===== src/hw/rtl/ubbq_pkg.sv =====
// ----------------------------------------------------------------------------
// ubbq_pkg
// Types and constants shared by the buffered byte queue block.
// ----------------------------------------------------------------------------
package ubbq_pkg;

    localparam int CMD_W      = 3;
    localparam int BYTE_W     = 8;
    localparam int STATUS_W   = 2;
    localparam int WAIT_W     = 6;
    localparam int CFG_IDX_W  = 2;
    localparam int CFG_DATA_W = 2;

    // commands
    localparam logic [CMD_W-1:0] CMD_WRITE    = 3'd0;
    localparam logic [CMD_W-1:0] CMD_READ     = 3'd1;
    localparam logic [CMD_W-1:0] CMD_TX_READY = 3'd2;
    localparam logic [CMD_W-1:0] CMD_RX_BYTE  = 3'd3;
    localparam logic [CMD_W-1:0] CMD_COUNT    = 3'd4;

    // result status
    localparam logic [STATUS_W-1:0] ST_OK    = 2'd0;
    localparam logic [STATUS_W-1:0] ST_FULL  = 2'd1;
    localparam logic [STATUS_W-1:0] ST_EMPTY = 2'd2;

    // configuration register indexes
    localparam logic [CFG_IDX_W-1:0] CFG_CRLF      = 2'd0;
    localparam logic [CFG_IDX_W-1:0] CFG_ECHO_EN   = 2'd1;
    localparam logic [CFG_IDX_W-1:0] CFG_ECHO_MODE = 2'd2;

    // echo newline modes
    localparam logic [1:0] ECHO_PLAIN  = 2'd0;
    localparam logic [1:0] ECHO_ADD_CR = 2'd1;
    localparam logic [1:0] ECHO_ADD_LF = 2'd2;

    localparam logic [BYTE_W-1:0] CH_LF = 8'h0A;
    localparam logic [BYTE_W-1:0] CH_CR = 8'h0D;

    typedef struct packed {
        logic              push;
        logic              pop;
        logic [BYTE_W-1:0] data;
    } t_ring_ctl;

    typedef struct packed {
        logic              full;
        logic              empty;
        logic              two_free;
        logic [WAIT_W-1:0] level;
    } t_ring_sts;

endpackage


===== src/hw/rtl/ubbq_in_if.sv =====
// ----------------------------------------------------------------------------
// ubbq_in_if
// Command channel: one command code and one data byte per transfer.
// ----------------------------------------------------------------------------
interface ubbq_in_if;
    logic       valid;
    logic       ready;
    logic [2:0] cmd;
    logic [7:0] byte_in;

    modport source (output valid, output cmd, output byte_in, input ready);
    modport sink   (input valid, input cmd, input byte_in, output ready);
endinterface


===== src/hw/rtl/ubbq_out_if.sv =====
// ----------------------------------------------------------------------------
// ubbq_out_if
// Result channel: one result per command.
// ----------------------------------------------------------------------------
interface ubbq_out_if;
    logic       valid;
    logic       ready;
    logic [1:0] status;
    logic [7:0] read_byte;
    logic       line_valid;
    logic [7:0] line_byte;
    logic [5:0] rx_waiting;
    logic       tx_irq_on;
    logic       echo_lost;

    modport source (
        output valid, output status, output read_byte, output line_valid,
        output line_byte, output rx_waiting, output tx_irq_on, output echo_lost,
        input ready
    );
    modport sink (
        input valid, input status, input read_byte, input line_valid,
        input line_byte, input rx_waiting, input tx_irq_on, input echo_lost,
        output ready
    );
endinterface


===== src/hw/rtl/ubbq_ring.sv =====
// ----------------------------------------------------------------------------
// ubbq_ring
// Byte ring with one slot kept empty, synchronous memory, registered read.
// ----------------------------------------------------------------------------
module ubbq_ring #(
    parameter int DEPTH = 64
) (
    input  logic                 i_clk,
    input  logic                 i_rst_n,
    input  ubbq_pkg::t_ring_ctl  i_ctl,
    output ubbq_pkg::t_ring_sts  o_sts,
    output logic [7:0]           o_rdata
);
    import ubbq_pkg::*;

    localparam int PTR_W = $clog2(DEPTH);

    logic [BYTE_W-1:0] r_mem [DEPTH];
    logic [BYTE_W-1:0] r_rdata;
    logic [PTR_W-1:0]  r_wp;
    logic [PTR_W-1:0]  r_rp;
    logic [PTR_W-1:0]  n_wp;
    logic [PTR_W-1:0]  n_rp;
    logic [PTR_W:0]    used;
    logic [9:0]        used_ext;
    logic              full;
    logic              empty;

    assign n_wp  = (r_wp == PTR_W'(DEPTH - 1)) ? '0 : r_wp + 1'b1;
    assign n_rp  = (r_rp == PTR_W'(DEPTH - 1)) ? '0 : r_rp + 1'b1;
    assign full  = (n_wp == r_rp);
    assign empty = (r_wp == r_rp);

    always_comb begin
        if (r_wp >= r_rp) begin
            used = {1'b0, r_wp} - {1'b0, r_rp};
        end else begin
            used = (PTR_W+1)'(DEPTH) - ({1'b0, r_rp} - {1'b0, r_wp});
        end
    end

    assign used_ext = 10'(used);

    assign o_sts.full     = full;
    assign o_sts.empty    = empty;
    assign o_sts.two_free = (used_ext + 10'd3) <= 10'(DEPTH);
    assign o_sts.level    = (used_ext > 10'd63) ? 6'd63 : used_ext[WAIT_W-1:0];
    assign o_rdata        = r_rdata;

    // entry written at the slot after the write pointer, read likewise
    always_ff @(posedge i_clk) begin
        if (i_ctl.push && !full) begin
            r_mem[n_wp] <= i_ctl.data;
        end
        if (i_ctl.pop && !empty) begin
            r_rdata <= r_mem[n_rp];
        end
    end

    always_ff @(posedge i_clk) begin
        if (!i_rst_n) begin
            r_wp <= '0;
            r_rp <= '0;
        end else begin
            if (i_ctl.push && !full) begin
                r_wp <= n_wp;
            end
            if (i_ctl.pop && !empty) begin
                r_rp <= n_rp;
            end
        end
    end

endmodule


===== src/hw/rtl/uart_buffered_byte_queues.sv =====
// ----------------------------------------------------------------------------
// uart_buffered_byte_queues
// Transmit and receive byte rings behind a command/result channel pair.
// ----------------------------------------------------------------------------
//  channel  | dir | payload                                   | transfer on
//  i_in     | in  | cmd, byte_in                              | valid & ready
//  o_out    | out | status, read_byte, line_valid, line_byte, | valid & ready
//           |     | rx_waiting, tx_irq_on, echo_lost          |
//  i_cfg_*  | in  | register index, write data                | i_cfg_we
//
//  one command at a time: a plain write, line byte, count query or any command
//  that finds its ring full or empty goes from exec straight to done; a CR LF
//  write adds a push-LF state, a transmitter-ready pop a tx-wait state, a read
//  that pops a read-wait state, and a read with echo also echo pre, main, post
//  the state sequence comes from one access per cycle on each ring memory, with one
//  registered read and one push into the transmit ring per cycle
//  i_in.ready is high while the sequencer is idle; a held result does not
//  block the next transfer, only the finish of the following command
//  reset is synchronous and clears pointers, flags and config; no clearing pass
// ----------------------------------------------------------------------------
module uart_buffered_byte_queues #(
    parameter int TX_DEPTH = 64,
    parameter int RX_DEPTH = 64
) (
    input  logic                              i_clk,
    input  logic                              i_rst_n,
    input  logic                              i_cfg_we,
    input  logic [ubbq_pkg::CFG_IDX_W-1:0]    i_cfg_idx,
    input  logic [ubbq_pkg::CFG_DATA_W-1:0]   i_cfg_wdata,
    ubbq_in_if.sink                           i_in,
    ubbq_out_if.source                        o_out
);
    import ubbq_pkg::*;

    typedef enum logic [8:0] {
        S_IDLE      = 9'b000000001,
        S_EXEC      = 9'b000000010,
        S_PUSH_LF   = 9'b000000100,
        S_RD_WAIT   = 9'b000001000,
        S_ECHO_PRE  = 9'b000010000,
        S_ECHO_MAIN = 9'b000100000,
        S_ECHO_POST = 9'b001000000,
        S_TX_WAIT   = 9'b010000000,
        S_DONE      = 9'b100000000
    } t_state;

    t_state r_state;
    t_state n_state;

    logic                r_crlf;
    logic                r_echo_en;
    logic [1:0]          r_echo_mode;

    logic [CMD_W-1:0]    r_cmd;
    logic [BYTE_W-1:0]   r_byte;

    logic [STATUS_W-1:0] r_status;
    logic [STATUS_W-1:0] n_status;
    logic [BYTE_W-1:0]   r_rd;
    logic [BYTE_W-1:0]   n_rd;
    logic                r_lv;
    logic                n_lv;
    logic [BYTE_W-1:0]   r_lb;
    logic [BYTE_W-1:0]   n_lb;
    logic                r_lost;
    logic                n_lost;
    logic                r_irq;
    logic                n_irq;

    logic                r_o_valid;
    logic [STATUS_W-1:0] r_o_status;
    logic [BYTE_W-1:0]   r_o_rd;
    logic                r_o_lv;
    logic [BYTE_W-1:0]   r_o_lb;
    logic [WAIT_W-1:0]   r_o_wait;
    logic                r_o_irq;
    logic                r_o_lost;

    logic                in_xfer;
    logic                out_load;

    t_ring_ctl           tx_ctl;
    t_ring_ctl           rx_ctl;
    t_ring_sts           tx_sts;
    t_ring_sts           rx_sts;
    logic [BYTE_W-1:0]   tx_rdata;
    logic [BYTE_W-1:0]   rx_rdata;

    ubbq_ring #(.DEPTH(TX_DEPTH)) u_tx_ring (
        .i_clk   (i_clk),
        .i_rst_n (i_rst_n),
        .i_ctl   (tx_ctl),
        .o_sts   (tx_sts),
        .o_rdata (tx_rdata)
    );

    ubbq_ring #(.DEPTH(RX_DEPTH)) u_rx_ring (
        .i_clk   (i_clk),
        .i_rst_n (i_rst_n),
        .i_ctl   (rx_ctl),
        .o_sts   (rx_sts),
        .o_rdata (rx_rdata)
    );

    assign in_xfer     = i_in.valid && (r_state == S_IDLE);
    assign i_in.ready  = (r_state == S_IDLE);

    assign o_out.valid      = r_o_valid;
    assign o_out.status     = r_o_status;
    assign o_out.read_byte  = r_o_rd;
    assign o_out.line_valid = r_o_lv;
    assign o_out.line_byte  = r_o_lb;
    assign o_out.rx_waiting = r_o_wait;
    assign o_out.tx_irq_on  = r_o_irq;
    assign o_out.echo_lost  = r_o_lost;

    always_ff @(posedge i_clk) begin
        if (!i_rst_n) begin
            r_crlf      <= 1'b0;
            r_echo_en   <= 1'b0;
            r_echo_mode <= ECHO_PLAIN;
        end else if (i_cfg_we) begin
            unique case (i_cfg_idx)
                CFG_CRLF:      r_crlf      <= i_cfg_wdata[0];
                CFG_ECHO_EN:   r_echo_en   <= i_cfg_wdata[0];
                CFG_ECHO_MODE: r_echo_mode <= i_cfg_wdata;
                default: ;
            endcase
        end
    end

    // sequencer: each ring sees at most one push or pop per cycle
    always_comb begin
        n_state  = r_state;
        n_status = r_status;
        n_rd     = r_rd;
        n_lv     = r_lv;
        n_lb     = r_lb;
        n_lost   = r_lost;
        n_irq    = r_irq;
        tx_ctl   = '0;
        rx_ctl   = '0;
        out_load = 1'b0;

        unique case (r_state)
            S_IDLE: begin
                if (in_xfer) begin
                    n_state  = S_EXEC;
                    n_status = ST_OK;
                    n_rd     = '0;
                    n_lv     = 1'b0;
                    n_lb     = '0;
                    n_lost   = 1'b0;
                end
            end
            S_EXEC: begin
                n_state = S_DONE;
                unique case (r_cmd)
                    CMD_WRITE: begin
                        if (r_crlf && r_byte == CH_LF) begin
                            // CR LF goes in whole or not at all
                            if (tx_sts.two_free) begin
                                tx_ctl.push = 1'b1;
                                tx_ctl.data = CH_CR;
                                n_irq       = 1'b1;
                                n_state     = S_PUSH_LF;
                            end else begin
                                n_status = ST_FULL;
                            end
                        end else if (tx_sts.full) begin
                            n_status = ST_FULL;
                        end else begin
                            tx_ctl.push = 1'b1;
                            tx_ctl.data = r_byte;
                            n_irq       = 1'b1;
                        end
                    end
                    CMD_READ: begin
                        if (rx_sts.empty) begin
                            n_status = ST_EMPTY;
                        end else begin
                            rx_ctl.pop = 1'b1;
                            n_state    = S_RD_WAIT;
                        end
                    end
                    CMD_TX_READY: begin
                        if (tx_sts.empty) begin
                            n_irq    = 1'b0;
                            n_status = ST_EMPTY;
                        end else begin
                            tx_ctl.pop = 1'b1;
                            n_lv       = 1'b1;
                            n_state    = S_TX_WAIT;
                        end
                    end
                    CMD_RX_BYTE: begin
                        if (rx_sts.full) begin
                            n_status = ST_FULL;
                        end else begin
                            rx_ctl.push = 1'b1;
                            rx_ctl.data = r_byte;
                        end
                    end
                    CMD_COUNT: ;
                    default: ;
                endcase
            end
            S_PUSH_LF: begin
                tx_ctl.push = 1'b1;
                tx_ctl.data = CH_LF;
                n_state     = S_DONE;
            end
            S_RD_WAIT: begin
                n_rd    = rx_rdata;
                n_state = r_echo_en ? S_ECHO_PRE : S_DONE;
            end
            S_ECHO_PRE: begin
                n_state = S_ECHO_MAIN;
                if (r_echo_mode == ECHO_ADD_CR && r_rd == CH_LF) begin
                    if (tx_sts.full) begin
                        n_lost = 1'b1;
                    end else begin
                        tx_ctl.push = 1'b1;
                        tx_ctl.data = CH_CR;
                        n_irq       = 1'b1;
                    end
                end
            end
            S_ECHO_MAIN: begin
                n_state = S_ECHO_POST;
                if (tx_sts.full) begin
                    n_lost = 1'b1;
                end else begin
                    tx_ctl.push = 1'b1;
                    tx_ctl.data = r_rd;
                    n_irq       = 1'b1;
                end
            end
            S_ECHO_POST: begin
                n_state = S_DONE;
                if (r_echo_mode == ECHO_ADD_LF && r_rd == CH_CR) begin
                    if (tx_sts.full) begin
                        n_lost = 1'b1;
                    end else begin
                        tx_ctl.push = 1'b1;
                        tx_ctl.data = CH_LF;
                        n_irq       = 1'b1;
                    end
                end
            end
            S_TX_WAIT: begin
                n_lb    = tx_rdata;
                n_state = S_DONE;
            end
            S_DONE: begin
                // wait here while the previous result is still held
                if (!r_o_valid || o_out.ready) begin
                    out_load = 1'b1;
                    n_state  = S_IDLE;
                end
            end
            default: begin
                n_state = S_IDLE;
            end
        endcase
    end

    always_ff @(posedge i_clk) begin
        if (!i_rst_n) begin
            r_state   <= S_IDLE;
            r_irq     <= 1'b0;
            r_o_valid <= 1'b0;
        end else begin
            r_state <= n_state;
            r_irq   <= n_irq;
            if (out_load) begin
                r_o_valid <= 1'b1;
            end else if (o_out.ready) begin
                r_o_valid <= 1'b0;
            end
        end
    end

    always_ff @(posedge i_clk) begin
        if (in_xfer) begin
            r_cmd  <= i_in.cmd;
            r_byte <= i_in.byte_in;
        end
        r_status <= n_status;
        r_rd     <= n_rd;
        r_lv     <= n_lv;
        r_lb     <= n_lb;
        r_lost   <= n_lost;
        if (out_load) begin
            r_o_status <= r_status;
            r_o_rd     <= r_rd;
            r_o_lv     <= r_lv;
            r_o_lb     <= r_lb;
            r_o_wait   <= rx_sts.level;
            r_o_irq    <= r_irq;
            r_o_lost   <= r_lost;
        end
    end

endmodule


===== src/flat_wrapper.sv =====
// flat-port wrapper written by rule: the top's interface ports become plain ports
module uart_buffered_byte_queues_flat import ubbq_pkg::*;
#(
    parameter int TX_DEPTH = 64,
    parameter int RX_DEPTH = 64
)
  (i_clk, i_rst_n, i_cfg_we, i_cfg_idx, i_cfg_wdata, i_in_valid, i_in_cmd, i_in_byte_in, i_in_ready, o_out_valid, o_out_status, o_out_read_byte, o_out_line_valid, o_out_line_byte, o_out_rx_waiting, o_out_tx_irq_on, o_out_echo_lost, o_out_ready);
  ubbq_in_if i_in_i ();
  ubbq_out_if o_out_i ();
  input  logic i_clk;
  input  logic i_rst_n;
  input  logic i_cfg_we;
  input  logic [ubbq_pkg::CFG_IDX_W-1:0] i_cfg_idx;
  input  logic [ubbq_pkg::CFG_DATA_W-1:0] i_cfg_wdata;
  input wire logic [$bits(i_in_i.valid)-1:0] i_in_valid;
  input wire logic [$bits(i_in_i.cmd)-1:0] i_in_cmd;
  input wire logic [$bits(i_in_i.byte_in)-1:0] i_in_byte_in;
  output wire logic [$bits(i_in_i.ready)-1:0] i_in_ready;
  output wire logic [$bits(o_out_i.valid)-1:0] o_out_valid;
  output wire logic [$bits(o_out_i.status)-1:0] o_out_status;
  output wire logic [$bits(o_out_i.read_byte)-1:0] o_out_read_byte;
  output wire logic [$bits(o_out_i.line_valid)-1:0] o_out_line_valid;
  output wire logic [$bits(o_out_i.line_byte)-1:0] o_out_line_byte;
  output wire logic [$bits(o_out_i.rx_waiting)-1:0] o_out_rx_waiting;
  output wire logic [$bits(o_out_i.tx_irq_on)-1:0] o_out_tx_irq_on;
  output wire logic [$bits(o_out_i.echo_lost)-1:0] o_out_echo_lost;
  input wire logic [$bits(o_out_i.ready)-1:0] o_out_ready;
  assign i_in_i.valid = i_in_valid;
  assign i_in_i.cmd = i_in_cmd;
  assign i_in_i.byte_in = i_in_byte_in;
  assign i_in_ready = i_in_i.ready;
  assign o_out_valid = o_out_i.valid;
  assign o_out_status = o_out_i.status;
  assign o_out_read_byte = o_out_i.read_byte;
  assign o_out_line_valid = o_out_i.line_valid;
  assign o_out_line_byte = o_out_i.line_byte;
  assign o_out_rx_waiting = o_out_i.rx_waiting;
  assign o_out_tx_irq_on = o_out_i.tx_irq_on;
  assign o_out_echo_lost = o_out_i.echo_lost;
  assign o_out_i.ready = o_out_ready;
  uart_buffered_byte_queues #(.TX_DEPTH(TX_DEPTH), .RX_DEPTH(RX_DEPTH)) u_core (.i_clk(i_clk), .i_rst_n(i_rst_n), .i_cfg_we(i_cfg_we), .i_cfg_idx(i_cfg_idx), .i_cfg_wdata(i_cfg_wdata), .i_in(i_in_i), .o_out(o_out_i));
endmodule

===== config.mk =====
export PLATFORM = sky130hd
export DESIGN_NAME = uart_buffered_byte_queues_flat
export DESIGN_NICKNAME = d
export VERILOG_FILES = /design/src/hw/rtl/ubbq_pkg.sv /design/src/hw/rtl/ubbq_in_if.sv /design/src/hw/rtl/ubbq_out_if.sv /design/src/hw/rtl/ubbq_ring.sv /design/src/hw/rtl/uart_buffered_byte_queues.sv /design/src/flat_wrapper.sv
export SDC_FILE = /design/constraint.sdc
export NUM_CORES = 1
export LEC_CHECK = 0
export ABC_AREA = 1
export BUFFER_PORTS_ARGS = -buffer_cell sky130_fd_sc_hd__buf_2
export CAP_MARGIN = 20
export CORE_MARGIN = 2
export CORE_UTILIZATION = 45
export CTS_CLUSTER_SIZE = 16
export DETAILED_ROUTE_END_ITERATION = 16
export GPL_ROUTABILITY_DRIVEN = 1
export GPL_TIMING_DRIVEN = 0
export PLACE_DENSITY_LB_ADDON = 0.1
export REMOVE_ABC_BUFFERS = 1
export SLEW_MARGIN = 20
export SYNTH_ARGS = -nofsm -noshare
export SYNTH_HDL_FRONTEND = slang
export SYNTH_SLANG_ARGS = --single-unit
export TNS_END_PERCENT = 5

===== constraint.sdc =====
create_clock -name i_clk -period 4.4 [get_ports i_clk]
set_input_delay 0.22 -clock i_clk [delete_from_list [all_inputs] [get_ports i_clk]]
set_output_delay 0.22 -clock i_clk [all_outputs]
set_load 0.03 [all_outputs]

* Word level (Yosys, flattened, before mapping)
Memory sizes are Yosys's and may differ from the RTL's. A register that Yosys moved wholly into a read port is not among the register bits.
Index checks and enable logic that the tools add are counted.
** Word-level totals
- Memories :: 2
- Output and inout bits :: 29
- Register bits :: 97
- Logic and storage cells :: 193
- Bits of input ports :: 20
- RAM bits :: 1024
** Memory list
- u_core.u_rx_ring.r_mem :: words 64, bits a word 8, read ports 1, clocked after Yosys merged registers in 1, write ports 1, line ubbq_ring.sv:18 : logic [BYTE_W-1:0] r_mem [DEPTH];
- u_core.u_tx_ring.r_mem :: words 64, bits a word 8, read ports 1, clocked after Yosys merged registers in 1, write ports 1, line ubbq_ring.sv:18
** Operators by class
- Reductions and logical operators :: 33
- Add/subtract/negate cells :: 11
- Magnitude comparators :: 4
- Eq/ne operators :: 41
- Mux-type cells :: 78
** Operators with widths (number)
- 8-bit two-way mux :: 9
- 9-bit two-way mux :: 7
- 9-bit one-hot mux with 7 select lines :: 1
- 8-bit one-hot mux with 5 select lines :: 1
- 1-bit two-way mux :: 33
- 8-bit one-hot mux with 2 select lines :: 2
- 6-bit by 6-bit subtractor with 7-bit output :: 4
- 9-bit one-hot mux with 3 select lines :: 1
- 6-bit by 1-bit adder with 6-bit output, second input constant :: 4
- 6-bit == test :: 4
- 6-bit == test, second input constant :: 4
- 8-bit by 4-bit == test with 1-bit output, second input constant :: 3
- 6-bit two-way mux :: 4
- 2-bit two-way mux :: 7
- 7-bit two-way mux :: 2
- 7-bit subtractor, first input constant :: 2
- 6-bit greater-or-equal comparator :: 2
- 4-bit two-way mux :: 3
- 3-bit inequality test, second input constant :: 4
- 2-bit AND reduction :: 6
- 10-bit two-way mux :: 1
- 9-bit by 1-bit == test with 1-bit output, second input constant :: 1
- 9-bit by 2-bit == test with 1-bit output, second input constant :: 1
- 9-bit by 3-bit == test with 1-bit output, second input constant :: 1
- 34 further kinds :: 60

* Logic depth before layout (Yosys ltp)
Gate-level depths: netlist (run 1).
- Depth in word-level cells :: 12
- Depth in mapped cells :: 19
- Gate-level depth less buffers :: 19

* By module
From an unflattened synthesis (run 1), not the netlist that was laid out.
** Unflattened totals
- Cells, all modules :: 4799
- Area total of the unflattened synthesis :: 50539.7 µm²
** Modules (own cells, without submodules)
- ubbq_ring at u_core.u_rx_ring :: area an instance 23656.4 µm², sequential area each 15855.2 µm², cells an instance 2229, times used 1
- ubbq_ring at u_core.u_tx_ring :: area an instance 23577.6 µm², sequential area each 15855.2 µm², cells an instance 2229, times used 1
- uart_buffered_byte_queues :: area an instance 3305.7 µm², sequential area each 2042.0 µm², cells an instance 341, times used 1

* Worst setup path after synthesis (run 1)
Ideal clock, no wire load.
- Path kind :: register -> register
- From :: register u_core.u_tx_ring.r_wp[1]
- To :: memory u_core.u_tx_ring.r_mem[0][2] (data pin)
- Data arrival time :: 3.497 ns
- Data required time :: 3.833 ns
- Buffers on the path :: 1
- Cell stages (with the launch flop) :: 11
- Clock period less this slack :: 4.065 ns
- Setup time :: 0.567 ns
- Slack :: 0.335 ns
- Cells stage by stage :: dfxtp_1 -> ha_1 -> nand4_1 -> nand2_1 -> nand2_1 -> nand3_1 -> nor2_1 -> nand3_2 -> buf_2 -> nand2_1 -> o221ai_1
** RTL lines
- start, declared :: line ubbq_ring.sv:20 : logic [PTR_W-1:0] r_wp;
- start signal, assigned :: line ubbq_ring.sv:66 : r_wp <= n_wp;
- end, declared :: line ubbq_ring.sv:18

* Worst setup path after layout (run 1)
- From :: register u_core.u_tx_ring.r_rp[2]
- To :: memory u_core.u_tx_ring.r_mem[22][5] (enable)
** Between the ends
- Word-level cells in the longest chain between the ends :: 12
- Elaborated cells between the ends (all ways) :: 19
- Classes of those cells :: add/sub: 4; order compare: 2; eq/ne: 1; mux: 10; reduce/logical: 2
** Ends and longest elaborated chain
- start, declared :: line ubbq_ring.sv:21 : logic [PTR_W-1:0] r_rp;
- start signal, assigned :: line ubbq_ring.sv:69 : r_rp <= n_rp;
- 6-bit by 6-bit subtractor with 7-bit output :: line ubbq_ring.sv:38 : used = (PTR_W+1)'(DEPTH) - ({1'b0, r_rp} - {1'b0, r_wp});
- 7-bit subtractor :: line ubbq_ring.sv:38
- 7-bit two-way mux :: line ubbq_ring.sv:35 : if (r_wp >= r_rp) begin
- 7-bit by 2-bit adder with 8-bit output :: line ubbq_ring.sv:46 : assign o_sts.two_free = (used_ext + 10'd3) <= 10'(DEPTH);
- 8-bit by 7-bit <= comparator with 1-bit output :: line ubbq_ring.sv:46
- 1-bit two-way mux :: line uart_buffered_byte_queues.sv:162 : if (tx_sts.two_free) begin
- 1-bit two-way mux :: line uart_buffered_byte_queues.sv:160 : if (r_crlf && r_byte == CH_LF) begin
- 1-bit two-way mux :: line uart_buffered_byte_queues.sv:158 : unique case (r_cmd)
- 1-bit one-hot mux with 5 select lines :: line uart_buffered_byte_queues.sv:145 : unique case (r_state)
- 1-bit logical AND (*) :: line ubbq_ring.sv:52 : if (i_ctl.push && !full) begin
- 1-bit two-way mux (*) :: line ubbq_ring.sv:52
- 1-bit two-way mux (implied by the code) (*) :: line ubbq_ring.sv:53 : r_mem[n_wp] <= i_ctl.data;
Every way passes the cells marked *; elsewhere a longest branch is shown, timed or not.

==> run metrics, run 1 <==
Critical Path Sink Type flop; number of global-route vias before repair about 29000; TritonCTS sink count 1137; clock slew at reported path FFs around 60 ps; arrival time worst endpoint 4970 ps; number of design-rule violations left by the first detailed-router iteration roughly 2800; maximum number of pins on one net before global-route repair roughly 110; Antenna Violating Nets Remaining 0; routed via count about 30000; antenna cells 0; commonest cells after routing, fill and taps aside sky130_fd_sc_hd__edfxtp_1, sky130_fd_sc_hd__inv_1, sky130_fd_sc_hd__nand2_1; Leakage between 15 and 20 nW; flip-flop and latch count after synthesis approximately 1100; setup repair after global routing missed its margin yes; switching power roughly 4.3 mW; most common library cell in the layout ignoring fill and taps sky130_fd_sc_hd__edfxtp_1; Port-buffer cells between 40 and 50; Boundary Pins 49; clock tree from TritonCTS built; Synth Area per Inst 11.62 sq um; half-perimeter wire length after detailed placement between 70 and 80 mm; worst min-delay path class primary input to flop; worst-case vdd ir drop ~0.36 mV; internal cell power 17.13 mW; MaxCap Viol Count 0; Final WS setup -246.4 ps; H-tree depth 3; setup skew after layout about 18 ps; Root Buffer sky130_fd_sc_hd__clkbuf_16; Reg power frac a little under three fifths; layout net count 4239; Clock Latency Late Sink just over 700 ps; DRC 0; layout cells sized above 1 between 8 and 9%; Most used DFF post-synth sky130_fd_sc_hd__edfxtp_1; Sw Ratio 19.92%; failing checks setup timing; EDFF count, synth 1098; cells after synthesis between 4000 and 5000; power density normalized to cell area approximately 390 nW/um^2; Tmin final between 4000 and 5000 ps; WP data required approximately 4700 ps; number of warnings issued by yosys 0; antenna violations before repair 0; weighted congestion reported at the end of routability-driven placement between 0.8 and 0.9; via-per-instance ratio between 5 and 6; Num CTS Buffers around 120; result of the run finished with violations; final number of hold-violating endpoints 0; post-route standard cell area excluding fillers 55270 sq um; maximum operating frequency approximately 220 MHz; Max Root-Sink Buffers 3; total setup violations reported at the end of the flow about 150; final global-route overflow total 0; number of different library cells in the post-synthesis netlist slightly above 40; global-route wire length before repair ~180 mm; placement row count between 100 and 150; average wire per standard cell roughly 21 microns; vertical die dimension ~330 microns; die extent in x ~330 microns; Post-Syn Area approximately 48000 sq um; slew at the pin closest to its max-slew limit about 1100 ps; die area around 110000 sq um; core box area 106600 sq um; area growth from synthesis to layout 14.71%; GR Util All Layers a little over a fifth; fraction of power consumed by combinational cells less than 1%; type of the worst setup path flop to flop; number of iterations in the first detailed-routing pass 5; placement-stage cell area approximately 51000 sq um; type of element launching the critical path flop; wire length after detailed routing 120.8 mm; final count of pins violating max slew 0; sequential element share of the synthesized area 70.05%; Async SR Flop Fraction 0%; clock group share of total power between 40% and 50%; post-route clock period utilization 105.6%; overall power of the completed layout 21.39 mW; Max-slew headroom 26.70%; Starting Density between 40% and 50%; largest fanout on the critical path 19
[through the flow]
step | worst slack (ps) | std cells | hold WS [ps] | TNS (ps) | util (%)
2_1_floorplan | -7742 | 3926 | 289.1 | -112950 | -
3_3_place_gp | -15290 | 5377 | 399.4 | -3269510 | 46.09
3_5_place_dp | -377.3 | 5449 | 401.1 | -99290 | 48.02
4_1_cts | -253.7 | 5702 | 179.5 | -47230 | 51.79
5_1_grt | -365.2 | 5704 | 211.2 | -53580 | 51.85
6_report | -246.4 | 5704 | 232.3 | -24630 | 51.85
[final timing paths]
kind	start	to	slack, ps	cells after the start
max reg2reg	u_core.u_tx_ring.r_rp[2]	u_core.u_tx_ring.r_mem[22][5]	-250	12
min reg2reg	u_core.r_lb[5]	u_core.o_out.line_byte[5]	420	0
min	i_in_cmd[0]	u_core.r_cmd[0]	230	2
max	u_core.u_tx_ring.r_rp[2]	u_core.u_tx_ring.r_mem[22][5]	-250	12
[power by group through the flow]
| stage | clock network [mW] | logic [mW] | registers (mW) |
|---|---|---|---|
| 6_report | 9.43 | 0.191 | 11.8 |
| 5_1_grt | 9.99 | 0.212 | 11.8 |
| 4_1_cts | 9.61 | 0.189 | 11.8 |
| 3_5_place_dp | 0 | 0.171 | 12.0 |
| 3_3_place_gp | 0 | 0.152 | 12.0 |
| 2_1_floorplan | 0 | 0.0940 | 12.0 |
[layout make-up]
cell class                      count  area, sq um
Sequential cell                  1137        33750
Multi-Input combinational cell   2174        11480
Tap cell                         1403         1755
Timing Repair Buffer              156         2340
Clock buffer                      149         3112
Clock inverter                     70        499.2
Inverter                          615         2328
Fill cell                        9281        51330
[cell families (layout without fill, tap and decap cells)]
family,count (synthesis),after routing,share of synthesized area [%]
AND/OR/NAND/NOR,1441,1441,13.12
flip-flops,1137,1137,70.05
XOR/XNOR,10,10,0.1818
buffers and inverters,836,990,6.965
adder cells (fa/ha/maj),18,18,0.4986
AO/OA/AOI/OAI,705,705,9.185
[worst max-delay path, stage by stage, from the launching register on]
cell and delay [ps]:
sky130_fd_sc_hd__dfxtp_1 550, sky130_fd_sc_hd__inv_1 120, sky130_fd_sc_hd__ha_1 350, sky130_fd_sc_hd__or2_2 340, sky130_fd_sc_hd__nand3_1 90, sky130_fd_sc_hd__nand3_1 90, sky130_fd_sc_hd__xnor2_1 230, sky130_fd_sc_hd__nand2_1 110
sky130_fd_sc_hd__nand2_1 100, sky130_fd_sc_hd__nand2_1 60, sky130_fd_sc_hd__nand2_2 300, sky130_fd_sc_hd__nand4_1 920, sky130_fd_sc_hd__nor2_1 980
[state kept, by name, summed over array words and instances, names as in the netlist, 8 cells and up]
signal	cells
u_core.u_rx_ring.o_rdata	8
u_core.r_state	9
u_core.u_rx_ring.r_mem	512
u_core.r_rd	8
u_core.u_tx_ring.r_mem	512
u_core.r_lb	8
u_core.r_byte	8
u_core.o_out.line_byte	8
u_core.o_out.read_byte	8
u_core.u_tx_ring.o_rdata	8
[per-layer routing]
layer / GRT usage, % / share of wire [%] / vias to the layer above
met4: 6.937 / 3.1 / 0
met2: 36.74 / 49 / 695
met3: 3.005 / 4.1 / 214
li1: - / - / 14780
met5: 0 / 0 / -
met1: 29.28 / 44 / 14950
[repair_timing]
item / 4_1_cts / 5_1_grt
gates resized for setup: 33 / 14
setup buffers: 9 / 2
hold buffers: 25 / 0
hold endpoints to repair: 18 / 0
cloned: 0 / 0
setup endpoints to repair: 768 / 384
pin swaps: 5 / 3
[cell usage after synthesis (13+ instances only)]
library cell | number | area (sq um)
sky130_fd_sc_hd__buf_1 | 25 | 93.84
sky130_fd_sc_hd__nor2_1 | 235 | 882.1
sky130_fd_sc_hd__nand2_1 | 580 | 2177
sky130_fd_sc_hd__o211ai_1 | 336 | 2522
sky130_fd_sc_hd__edfxtp_1 | 1098 | 32970
sky130_fd_sc_hd__clkbuf_1 | 94 | 352.8
sky130_fd_sc_hd__inv_1 | 607 | 2278
sky130_fd_sc_hd__o21ai_0 | 184 | 920.9
sky130_fd_sc_hd__nand4_1 | 19 | 118.9
sky130_fd_sc_hd__nand3_1 | 568 | 2843
sky130_fd_sc_hd__nor3_1 | 13 | 65.06
sky130_fd_sc_hd__buf_4 | 30 | 225.2
sky130_fd_sc_hd__dfxtp_1 | 39 | 780.8
sky130_fd_sc_hd__buf_2 | 71 | 355.3
sky130_fd_sc_hd__ha_1 | 16 | 200.2
sky130_fd_sc_hd__a21oi_1 | 161 | 805.8
Power figures use the tool's default switching activity.
==> run 2: changes to the inputs <==
RECOVER_POWER = 100   (was default)
==> run 2 against run 1 <==
Net effect:
- the run ends with capacitance limit, slew limit, setup timing left
- critical path depth did not move
- sequential power hardly changed
- critical path type unchanged
- cell count did not move
- first-iteration DRC count is 1.3% higher
- largest cell class unchanged
- clock-buffer cell count stayed put
==> run metrics, run 2 (synthesis results as in run 1) <==
H-tree depth 3 (unchanged); Port-buffer cells 48 (unchanged); slowest stage cell on the critical path sky130_fd_sc_hd__nor2_1; DRC 0 (unchanged); r2r setup slk -150 ps (+90 ps); Util after Layout 50.82% (-1.0 points); power density normalized to cell area 394.5 nW/um^2 (+1.9%); placement-stage cell area 51190 sq um (unchanged); worst-case vdd ir drop 0.3556 mV (about the same); Starting Density 45.20% (unchanged); global-route wire length before repair 181.7 mm (unchanged); type of element launching the critical path flop; layout net count 4239 (unchanged); core box area 106600 sq um (unchanged); Root Buffer sky130_fd_sc_hd__clkbuf_16; Clock Latency Late Sink 710 ps (about the same); routed via count 30730 (+0.28%); result of the run finished with violations; number of global-route vias before repair 29230 (unchanged); Max-slew headroom -4.712% (-31 points); post-route standard cell area excluding fillers 54180 sq um (-2.0%); final global-route overflow total 0 (unchanged); vertical die dimension 331.2 microns (unchanged); area growth from synthesis to layout 12.45%; die area 109700 sq um (unchanged); post-route clock period utilization 103.5% (-2.1 points); Tmin final 4555 ps (-91.48 ps); Max Root-Sink Buffers 3 (unchanged); wire length after detailed routing 121.0 mm (+0.15%); layout cells sized above 1 6.859% (-2.1 points); Antenna Violating Nets Remaining 0 (unchanged); setup repair after global routing missed its margin yes; total negative setup slack -17310 ps (+7324 ps); Final WS setup -154.9 ps (+91.48 ps); most common library cell in the layout ignoring fill and taps sky130_fd_sc_hd__edfxtp_1; layer with the highest usage met2; clock slew at reported path FFs 60 ps (about the same); Num CTS Buffers 117 (unchanged); die extent in x 331.2 microns (unchanged); half-perimeter wire length after detailed placement 75.98 mm (unchanged); antenna violations before repair 0 (unchanged); slew at the pin closest to its max-slew limit 1571 ps (+474.4 ps); Boundary Pins 49 (unchanged); GR Util All Layers 21.79% (unchanged); average wire per standard cell 21.21 microns (+0.15%); fill count 9441 (+1.7%); number of design-rule violations left by the first detailed-router iteration 2818 (+1.3%); overall power of the completed layout 21.37 mW (about the same); WP data required 4730 ps (about the same); antenna cells 0 (unchanged); failing checks capacitance limit, slew limit, setup timing; number of iterations in the first detailed-routing pass 5 (unchanged); Critical Path Sink Type flop; clock tree from TritonCTS built; Worst path max stage delay 950 ps (-30 ps); commonest cells after routing, fill and taps aside sky130_fd_sc_hd__edfxtp_1, sky130_fd_sc_hd__inv_1, sky130_fd_sc_hd__nand2_1; total setup violations reported at the end of the flow 157 (+6.8%); met2 track demand over resource 36.74% (unchanged); maximum number of pins on one net before global-route repair 107 (unchanged); placement row count 120 (unchanged); Leakage 19.51 nW (-1.7%); non-filler instance count after layout 5704 (unchanged); final count of pins violating max slew 50 (+50); worst path buffer plus inverter count 1 (unchanged); arrival time worst endpoint 4890 ps (-80 ps); type of the worst setup path flop to flop; via-per-instance ratio 5.387 (+0.28%); met1 Use GR 29.28% (unchanged); MaxCap Viol Count 2 (+2); cells along the critical path inv_1, ha_1, or2_2, nand3_1, nand3_1, xnor2_1, nand2_1, nand2_1, nand2_1, nand2_2, nand4_1, nor2_1; final number of hold-violating endpoints 0 (unchanged); placed instance count 5449 (unchanged); met3 Use GR 3.005% (unchanged); largest registers in the final layout u_core.u_rx_ring.r_mem (512), u_core.u_tx_ring.r_mem (512), u_core.r_state (9); weighted congestion reported at the end of routability-driven placement 0.8210 (unchanged); maximum operating frequency 219.5 MHz (+2.0%); top cell family by delay on the critical path simple AND/OR/NAND/NOR gates; Critical Path Most Common Cell sky130_fd_sc_hd__nand2_1; worst min-delay path class primary input to flop; TritonCTS sink count 1137 (unchanged); setup skew after layout 18.51 ps (+0.6769 ps); largest fanout on the critical path 19 (unchanged)
run 2: layout make-up:
cell class	instances	area (sq um)	share of cell area, %
multi-input cells	2174	11240	20.75
inverters	615	2328	4.298
well taps	1403	1755	3.240
repair buffers	156	1490	2.750
clock buffers	149	3112	5.743
flip-flops and latches	1137	33750	62.30
clock inverters	70	499.2	0.9214
run 2: routing by layer:
layer  wire length (microns)  part of all wire, %  vias to the layer above
li1                        -                    -                    14770
met1                   52730                   44                    14960
met2                   59070                   49                      772
met5                       0                    0                        -
met3                    5425                  4.5                      222
met4                    3771                  3.1                        0
run 2: stage by stage:
step                      hold slack [ps]  worst slack (ps)
after floorplan                     289.1             -7742
after global placement              399.4            -15290
after detailed placement            401.1            -377.3
after CTS                           179.5            -253.7
after global routing                211.2            -365.2
final                               235.9            -154.9
run 2: power by group:
| part | internal [mW] | leakage (nW) | total (mW) | switching [mW] |
|---|---|---|---|---|
| registers | 11.7 | 10.8 | 11.8 | 0.0202 |
| logic | 0.0530 | 6.93 | 0.174 | 0.121 |
| clock network | 5.32 | 1.77 | 9.43 | 4.11 |
| total | 17.1 | 19.5 | 21.4 | 4.25 |
run 2: worst paths after layout:
kind                            startpoint                       endpoint  cells past startpoint
setup / recovery  u_core.u_tx_ring.r_rp[2]  u_core.u_tx_ring.r_mem[54][4]                     12
hold / removal                 i_in_cmd[0]                u_core.r_cmd[0]                      2
setup reg to reg  u_core.u_tx_ring.r_rp[2]  u_core.u_tx_ring.r_mem[54][4]                     12
hold reg to reg             u_core.r_lb[5]      u_core.o_out.line_byte[5]                      0
run 2: worst register-to-register path: cells and delay by family, from the launching register on:
family                   cells  cell delay (ps)
AND/OR/NAND/NOR              9             2920
flip-flops                   1              550
XOR/XNOR                     1              230
adder cells (fa/ha/maj)      1              350
buffers and inverters        1              120
run 2: what timing repair did:
| action | CTS | global route |
|---|---|---|
| resized for setup | 33 | 14 |
| buffers inserted | 9 | 2 |
| hold endpoints to repair | 18 | 0 |
| cloned | 0 | 0 |
| pin swaps | 5 | 3 |
| hold buffers | 25 | 0 |
| endpoints found under the setup margin | 768 | 384 |
